===== src/rtl/core/dat_sqrt_cell.sv =====
// ----------------------------------------------------------------------------
// dat_sqrt_cell: one restoring square root step
// Takes one result bit per cycle while enabled; carries its item's side data along.
// ----------------------------------------------------------------------------
module dat_sqrt_cell #(
    parameter int STEP = 0,
    parameter int SIDE_W = 8
) (
    input  logic i_clk,
    input  logic i_en,
    input  logic [63:0] i_rem,
    input  logic [63:0] i_root,
    input  logic [SIDE_W-1:0] i_side,
    output logic [63:0] o_rem,
    output logic [63:0] o_root,
    output logic [SIDE_W-1:0] o_side
);
    localparam logic [63:0] BIT = 64'd1 << (62 - 2 * STEP);

    logic [63:0] w_trial;
    logic [63:0] n_rem;
    logic [63:0] n_root;
    logic [63:0] r_rem;
    logic [63:0] r_root;
    logic [SIDE_W-1:0] r_side;

    // compare-subtract; the leading-zero skip of the bench predictor gives the same result
    always_comb begin
        w_trial = i_root + BIT;
        if (i_rem >= w_trial) begin
            n_rem = i_rem - w_trial;
            n_root = (i_root >> 1) + BIT;
        end else begin
            n_rem = i_rem;
            n_root = i_root >> 1;
        end
    end

    always_ff @(posedge i_clk) begin
        if (i_en) begin
            r_rem <= n_rem;
            r_root <= n_root;
            r_side <= i_side;
        end
    end

    assign o_rem = r_rem;
    assign o_root = r_root;
    assign o_side = r_side;
endmodule


===== config.mk =====
export PLATFORM = sky130hd
export DESIGN_NAME = dat_sqrt_cell
export DESIGN_NICKNAME = d
export VERILOG_FILES = /design/src/rtl/core/dat_sqrt_cell.sv
export SDC_FILE = /design/constraint.sdc
export NUM_CORES = 1
export LEC_CHECK = 0
export BUFFER_PORTS_ARGS = -buffer_cell sky130_fd_sc_hd__buf_4
export CORE_ASPECT_RATIO = 1.2
export CORE_UTILIZATION = 35
export CTS_CLUSTER_DIAMETER = 120
export DETAILED_ROUTE_END_ITERATION = 12
export PLACE_DENSITY_LB_ADDON = 0.05
export SYNTH_ARGS = -nofsm -noshare
export SYNTH_HDL_FRONTEND = slang
export SYNTH_SLANG_ARGS = --single-unit

===== constraint.sdc =====
create_clock -name i_clk -period 7.1 [get_ports i_clk]
set_input_delay 0.355 -clock i_clk [delete_from_list [all_inputs] [get_ports i_clk]]
set_output_delay 0.355 -clock i_clk [all_outputs]
set_load 0.005 [all_outputs]

==> impl_metrics.ini <==
[power]
irDropWorstVdd_mv = 0.163
cellLeakagePower_nw = 5.28
power.density_nw_per_um2 = 222

[layout]
layout.cells.non_filler = 1487
nFillCells = 2482
design_area_sq_um = 11700
final_util = 0.474
nets = 1354
syn2layout_area_growth_pct = 32.4
antenna_cells = 0
final_layout_size_suffix_gt1_frac = 0.275

[yosys]
yosys-top-cells-area = edfxtp_1 (46%), ha_1 (9.0%), a21oi_1 (6.3%), a21o_1 (4.2%), xnor2_1 (3.6%)
synth_seq_area_share = 0.461
synthArstFlopShare = 0
ys_ff_latch = 136
syn-num-nets = 1096
synth-edff-count = 136
synth.distinct_cells = 58
synth_top_area_share = 0.461
ys.flop_type = edfxtp_1
synthCells = 893
synth_warnings = 0
synth_common_cells = edfxtp_1 (136), a21oi_1 (111), nor2_1 (82)
synthMostInstantiatedCell = edfxtp_1
syn_area_sq_um = 8850
yosys.area.top_type = edfxtp_1
syn_avg_cell_area_sq_um = 9.91

[timing]
max_freq_ghz = 0.262
maxSlewViolCount = 0
hold_viol_final = 0
fin_crit_sh = 0.539
finalWorstSetupSlack_ns = 3.28
rsz0062_at_grt = no
worst_pin_slew_ns = 0.977
slew_headroom = 0.349
setup_viol = 0
tns_ns = 0
period_minus_slack_ns = 3.82

[place]
placed_area_sq_um = 11200
finalWeightedCongestion = 0.842
place_inst = 1457
place_ws_ns = 2.84
hpwl_um = 19400
port_buffers = 273

[floorplanning]
die_w_um = 147
die_y_um = 176
io-pin-count = 274
die_area_sq_um = 25900
start_util = 0.358
rows = 63
fp.coreArea_sq_um = 24800

[job]
drv_cap = 0

[global_routing]
grt_pass1_vias = 7476
gr-total-overflow = 0
grt_first_pass_wirelength_um = 38700
track_usage = 0.192
grt_max_degree = 89
antenna_found_initial = 0

[run_status]
status = completed

[clock_tree]
clockBufferDepth = 2
post_cts_buffers = 0
cts_inserted_buffers = 17
cts_root_buffer = clkbuf_16
cts_sinks = 136
cts_resized = 0
clk_pin_slew_worst_paths_ns = 0.06
cts_tree = done
cts_hold_buf = 0
htreeDepth = 4

[drt]
wl_um = 24800
drcViolationCount = 0
avgRoutedWirePerCell_um = 16.7
dr.pass1.iters = 5
vias_per_cell = 4.99
via_count = 7421
dr.first_iter.drc_count = 320
ant_nets = 0

[critical_path]
max_stage_delay_ns = 0.76
crit_top_cell = buf_4
worstPathMaxFanout = 88
cp-end-kind = flip-flop
required_ns = 7.27
critPathLaunchType = primary input
path_cells = buf_4, inv_1, ha_1, and2_1, nand3_1, or3_1, a41o_1, nor3_2, o21ai_1, o41ai_4, buf_4, or4b_1, a21oi_1, nor3_1
critPathKind = primary input to flip-flop
arrival_ns = 4.00
critPathSlowestCell = buf_4

[hold_path]
holdPathEnd = o_side[4]
hold_start = i_side[4]
min_path_type = primary input to flip-flop
hold_depth = 1
-- worst max-delay path by stage --
stage	start	endpoint	slack, ns	depth (start not counted)
floorplan	i_root[16]	o_rem[60]	3.89	12
global placement	i_root[16]	o_rem[60]	2.89	14
detailed placement	i_root[16]	o_rem[60]	2.84	14
CTS	i_root[16]	o_rem[60]	3.27	14
global route	i_root[16]	o_rem[60]	2.97	14
finish	i_root[16]	o_rem[60]	3.28	14
-- per-stage QoR --
| step | hold WS (ns) | power (mW) |
|---|---|---|
| floorplan | 0.454 | 1.44 |
| CTS | 0.0887 | 2.64 |
| finish | 0.112 | 2.60 |
| global placement | 0.534 | 1.77 |
| global route | 0.0796 | 2.74 |
| detailed placement | 0.535 | 1.77 |
-- layer usage --
metal	vias up	wire length, um	track usage
li1	3767	-	-
met1	3431	10200	0.221
met2	203	12700	0.345
met3	20	1520	0.0478
met4	0	435	0.0619
met5	-	0	0
-- kinds of logic (layout without fill, tap and decap cells) --
| kind of cell | after synthesis | after routing | synth area share |
|---|---|---|---|
| buf+inv | 115 | 384 | 0.0505 |
| xor+xnor | 56 | 56 | 0.0554 |
| fa+ha+maj | 65 | 65 | 0.0927 |
| mux | 15 | 15 | 0.0189 |
| compound gates | 272 | 272 | 0.193 |
| simple gates | 234 | 234 | 0.128 |
| flops | 136 | 136 | 0.461 |
-- area by class of cell --
type	count	area (sq um)	area share
Clock buffer	19	433	0.0369
Sequential cell	136	4080	0.348
Clock inverter	11	109	0.00929
Timing Repair Buffer	276	2080	0.177
Inverter	78	293	0.0250
Multi-Input combinational cell	642	4320	0.369
Tap cell	325	407	0.0347
-- where the power goes --
part	switching [mW]	total (mW)	internal, mW
logic	0.374	0.721	0.348
registers	0.0238	1.02	1.00
clock network	0.347	0.854	0.507
total	0.745	2.60	1.86
-- critical path: cells and delay by family --
family                   cells  cell delay [ns]
AND/OR/NAND/NOR              6             1.48
adder cells (fa/ha/maj)      1             0.38
AO/OA/AOI/OAI                4             0.87
buffers and inverters        3             0.88
-- state kept, by name, summed over array words and instances, names as in the netlist --
register  cells
o_rem        64
o_root       64
o_side        8
-- placed cells by master (no fill, tap or decap), types with 10 or more instances in the layout --
| cell | n |
|---|---|
| nor2_1 | 82 |
| inv_1 | 78 |
| nor2b_1 | 10 |
| nand3_1 | 14 |
| o21ai_0 | 40 |
| xor2_1 | 20 |
| nor3_1 | 11 |
| xnor2_1 | 36 |
| and3_1 | 13 |
| buf_4 | 275 |
| clkbuf_16 | 17 |
| a21oi_1 | 111 |
| mux2_2 | 10 |
| a21o_1 | 49 |
| nand2_1 | 52 |
| o21bai_1 | 11 |
| nand4_1 | 18 |
| ha_1 | 64 |
| edfxtp_1 | 136 |
| and2_1 | 10 |
No activity file was read; power rests on OpenSTA's default activity.
