<file path="src/rtl/core/dat_pkg.sv">
// ----------------------------------------------------------------------------
// dat_pkg: shared types and constants for the torsion angle pipeline
// Widths of the vector stages, the arctangent table and the stage payloads.
// ----------------------------------------------------------------------------
package dat_pkg;

    localparam int COORD_W = 24;
    localparam int OUT_W = 16;
    localparam int COORD_FRAC_BITS = 16;
    localparam int ANGLE_ITERATIONS = 16;
    localparam int TABLE_LEN = 24;
    localparam int XY_W = 34;
    localparam int Z_W = 34;
    localparam int SQ_STEPS = 32;

    localparam logic [Z_W-1:0] HALF_PI_Q30 = 34'd1686629713;
    localparam logic [Z_W-1:0] PI_Q30 = 34'd3373259426;
    localparam logic [OUT_W-1:0] PI_Q13 = 16'd25736;

    typedef struct packed {
        logic signed [XY_W-1:0] x;
        logic signed [XY_W-1:0] y;
        logic signed [Z_W-1:0] z;
        logic neg1;
        logic neg2;
        logic yzero;
        logic xzero;
        logic allzero;
    } t_cordic;

    function automatic logic [Z_W-1:0] atan_q30(input logic [4:0] i);
        logic [Z_W-1:0] r;
        unique case (i)
            5'd0: r = 34'h03243F6A8;
            5'd1: r = 34'h01DAC6705;
            5'd2: r = 34'h00FADBAFC;
            5'd3: r = 34'h007F56EA6;
            5'd4: r = 34'h003FEAB76;
            5'd5: r = 34'h001FFD55B;
            5'd6: r = 34'h000FFFAAA;
            5'd7: r = 34'h0007FFF55;
            5'd8: r = 34'h0003FFFEA;
            5'd9: r = 34'h0001FFFFD;
            5'd10: r = 34'h0000FFFFF;
            5'd11: r = 34'h00007FFFF;
            5'd12: r = 34'h00003FFFF;
            5'd13: r = 34'h00001FFFF;
            5'd14: r = 34'h00000FFFF;
            5'd15: r = 34'h000007FFF;
            5'd16: r = 34'h000003FFF;
            5'd17: r = 34'h000001FFF;
            5'd18: r = 34'h000000FFF;
            5'd19: r = 34'h0000007FF;
            5'd20: r = 34'h0000003FF;
            5'd21: r = 34'h0000001FF;
            5'd22: r = 34'h0000000FF;
            5'd23: r = 34'h00000007F;
            default: r = '0;
        endcase
        return r;
    endfunction

endpackage

</file>
<file path="src/rtl/core/dat_cordic_cell.sv">
// ----------------------------------------------------------------------------
// dat_cordic_cell: one vectoring CORDIC rotation
// Rotates toward the x axis by atan(2^-STEP) and hands the vector on.
// ----------------------------------------------------------------------------
module dat_cordic_cell #(
    parameter int STEP = 0
) (
    input  logic i_clk,
    input  logic i_en,
    input  dat_pkg::t_cordic i_d,
    output dat_pkg::t_cordic o_d
);
    dat_pkg::t_cordic n_d;
    dat_pkg::t_cordic r_d;
    logic signed [dat_pkg::XY_W-1:0] w_xs;
    logic signed [dat_pkg::XY_W-1:0] w_ys;

    always_comb begin
        n_d = i_d;
        w_xs = i_d.x >>> STEP;
        w_ys = i_d.y >>> STEP;
        if (i_d.y > 0) begin
            n_d.x = i_d.x + w_ys;
            n_d.y = i_d.y - w_xs;
            n_d.z = i_d.z + dat_pkg::atan_q30(5'(STEP));
        end else begin
            n_d.x = i_d.x - w_ys;
            n_d.y = i_d.y + w_xs;
            n_d.z = i_d.z - dat_pkg::atan_q30(5'(STEP));
        end
    end

    always_ff @(posedge i_clk) begin
        if (i_en) begin
            r_d <= n_d;
        end
    end

    assign o_d = r_d;
endmodule

</file>
<file path="config.mk">
export PLATFORM = sky130hd
export DESIGN_NAME = dat_cordic_cell
export DESIGN_NICKNAME = d
export VERILOG_FILES = /design/src/rtl/core/dat_pkg.sv /design/src/rtl/core/dat_cordic_cell.sv
export SDC_FILE = /design/constraint.sdc
export NUM_CORES = 1
export LEC_CHECK = 0
export BUFFER_PORTS_ARGS = -buffer_cell sky130_fd_sc_hd__buf_2
export CAP_MARGIN = 20
export CORE_UTILIZATION = 55
export CTS_BUF_LIST = sky130_fd_sc_hd__clkbuf_16
export DETAILED_ROUTE_END_ITERATION = 12
export HOLD_SLACK_MARGIN = 0.05
export PLACE_DENSITY = 0.81
export SYNTH_ARGS = -nofsm -noshare
export SYNTH_HDL_FRONTEND = slang
export SYNTH_SLANG_ARGS = --single-unit
</file>
<file path="constraint.sdc">
create_clock -name i_clk -period 5.18 [get_ports i_clk]
set_clock_uncertainty 0.2 [all_clocks]
set_input_delay 0.259 -clock i_clk [delete_from_list [all_inputs] [get_ports i_clk]]
set_output_delay 0.259 -clock i_clk [all_outputs]
set_load 0.02 [all_outputs]
</file>
==> flow_summary.ini <==
[sta]
period_needed_ns = 4.48
maxSlewViolCount = 0
finalSetupTns_ns = 0
maxSlewHeadroom_pct = 51.0
period_share_pct = 86.4
rsz0062_at_grt = no
worstMarginPinSlew_ns = 0.725
finalHoldViolCount = 0
max_freq_ghz = 0.223
final-setup-viol-count = 0

[worst_setup_path]
cp-start-kind = input pin
endpoint_kind = flop
crit_arrival_ns = 4.37
worst-path-stages = 15
path_cells = buf_2, nor4_1, nand4_1, o41ai_2, buf_4, ha_1, a211oi_1, o21bai_1, a21o_1, a21oi_1, o221ai_1, a21oi_1, o21a_1, o221ai_1, xor2_1
critPathMaxStageDelay_ns = 0.54
path_class = input pin to flop
slowest_stage = o41ai_2
path_buf_inv = 2
endpoint = o_d[35]
startpoint = i_d[71]
path_max_fanout = 39
crit_family = compound AO/OA/AOI/OAI gates
worstPathRequired_ns = 5.07

[global_routing]
grt_pass1_wl_mm = 52.1
grt_max_degree = 63
grt-ovfl-total = 0
antenna_found_initial = 0
gr-usage-all-layers_pct = 34.1
grt_pass1_vias = 9402

[floorplan]
die_area_mm2 = 0.0200
core_mm2 = 0.0188
die_w_um = 141
io_pins = 216
rows = 50
fp.dieH_um = 141
start_util_pct = 56.6

[logic_synthesis]
yosysUniqueCellTypes = 67
yosysSeqAreaShare_pct = 29.8
avgSynthCellArea_um2 = 8.57
async_flop_share_pct = 0
synth_cells = 1244
synth_ff_type = edfxtp_1
ys_ff_latch = 106
synth-edff-count = 106
yosys_warnings = 0
syn_area_mm2 = 0.0107
syn-num-nets = 1485

[power_and_ir_drop]
powerDensity_mw_per_mm2 = 267
irDropWorstVdd_v = 0.000159
finalPower_mw = 3.28
p_leak_nw = 5.42

[cells_and_area]
layout-drive-gt1-share_pct = 17.7
finish.net_count = 1671
syn_to_final_growth_pct = 15.0
antennaDiodeCount = 0
final_util_pct = 65.1
finalNonFillerCells = 1695
largest_register_ffs = 106

[routing]
routed_via_density = 6.09
drt_pass1_iterations = 5
num_vias = 10331
wl_per_cell_um = 20.2
drc = 0
routed_wl_mm = 34.2
drt_iter0_markers = 1063
final_antenna_net_count = 0

[worst_hold_path]
hp-class = input pin to flop

[place]
gp_congestion = 0.963
hpwl_mm = 27.8
portBuffers = 215
place_inst = 1670

[clock_tree]
root_buffer = clkbuf_16
cts_buffers = 9
cts-hold-fix-buffers = 9
path_clk_slew_ns = 0.07
post-cts-setup-buffer-count = 0
htreeDepth = 3
cts.sinks = 106
cts_tree = done
clockBufferDepth = 2
cts_resized = 0

[outcome]
status = completed

[run]
cap_violations = 0
-- power by group --
| group | switching [mW] | internal [mW] |
|---|---|---|
| clock | 0.313 | 0.378 |
| sequential | 0.0382 | 1.13 |
| combinational | 0.929 | 0.486 |
| total | 1.28 | 2.00 |
-- logic make-up (layout without fill, tap and decap cells) --
logic type	count (synthesis)	after routing	share of synthesized area, %
buffers and inverters	165	356	6.14
AOI/OAI and AO/OA	436	436	26.1
muxes	12	12	1.13
DFF	106	106	29.8
xor gates and xnor gates	92	92	7.56
adders and majority gates	132	132	15.8
and+or+nand+nor	301	301	13.5
-- Yosys cell counts (18+ instances only) --
cell type / count / area share, %
ha_1: 128 / 15
nand4_1: 19 / 1.1
nor3_1: 22 / 1.0
xor2_1: 20 / 1.6
o21bai_1: 31 / 2.2
clkbuf_1: 30 / 1.1
nand3_1: 26 / 1.2
a21oi_1: 156 / 7.3
edfxtp_1: 106 / 30
a21o_1: 36 / 2.5
nand2_1: 69 / 2.4
xnor2_1: 72 / 5.9
o21a_1: 19 / 1.3
a211oi_1: 18 / 1.3
o21ai_1: 22 / 1.0
o21ai_0: 57 / 2.7
inv_1: 102 / 3.6
nor2_1: 94 / 3.3
-- layer usage --
metal	wire, um	global-route usage [%]	share of wire, %
met2	14400	51.0	42
met4	805	10.4	2.4
met1	15400	50.4	45
met5	0	0	0
met3	3590	5.43	11
-- final cells by class --
| type | instances | area [um2] |
|---|---|---|
| fill | 1645 | 6570 |
| multi-input combinational | 973 | 6830 |
| tap | 260 | 325 |
| inverter | 112 | 420 |
| timing repair buffer | 228 | 1200 |
| clock buffer | 9 | 225 |
| sequential | 106 | 3180 |
| clock inverter | 7 | 76.3 |
-- metrics by stage --
step	hold slack [ns]	area (um2)	setup WS, ns
floorplan	0.158	10700	0.915
global placement	0.236	11900	0.553
detailed placement	0.238	11900	0.457
CTS	0.109	12300	0.802
global route	0.148	12300	0.500
finish	0.110	12300	0.702
-- cell usage in the layout, fill, tap and decap left out, types with 5 or more instances in the layout --
cell           synthesis  final
o21a_1                19     19
and2_1                 5      5
o21ai_1               22     22
nor2_1                94     94
a21oi_1              156    156
dlygate4sd3_1          0      9
buf_2                 16    214
nand2b_1              13     13
xor2_1                20     20
buf_4                  2      5
inv_1                102    103
nor4_1                14     14
o31ai_1               13     13
o211ai_1              16     16
xnor2_1               72     72
mux2i_1               12     12
nor3_1                22     22
a221oi_1               8      8
or3_1                  9      9
o21bai_1              31     31
a211oi_1              18     18
nor2b_1               11     11
clkinv_1               7      7
o221ai_1               5      5
nand3_1               26     26
nand4_1               19     19
and3_1                 5      5
ha_1                 128    128
edfxtp_1             106    106
o21ai_0               57     57
a21o_1                36     36
a31oi_1               10     10
nand2_1               69     69
clkbuf_16              0      9
-- worst min path at each step --
| stage | startpoint | to | cells past startpoint |
|---|---|---|---|
| global placement | i_d[0] | o_d[0] | 1 |
| global route | i_d[38] | o_d[38] | 3 |
| CTS | i_d[38] | o_d[38] | 3 |
| detailed placement | i_d[1] | o_d[1] | 1 |
| finish | i_d[38] | o_d[38] | 3 |
| floorplan | i_d[0] | o_d[0] | 0 |
No activity file was read; power rests on OpenSTA's default activity.
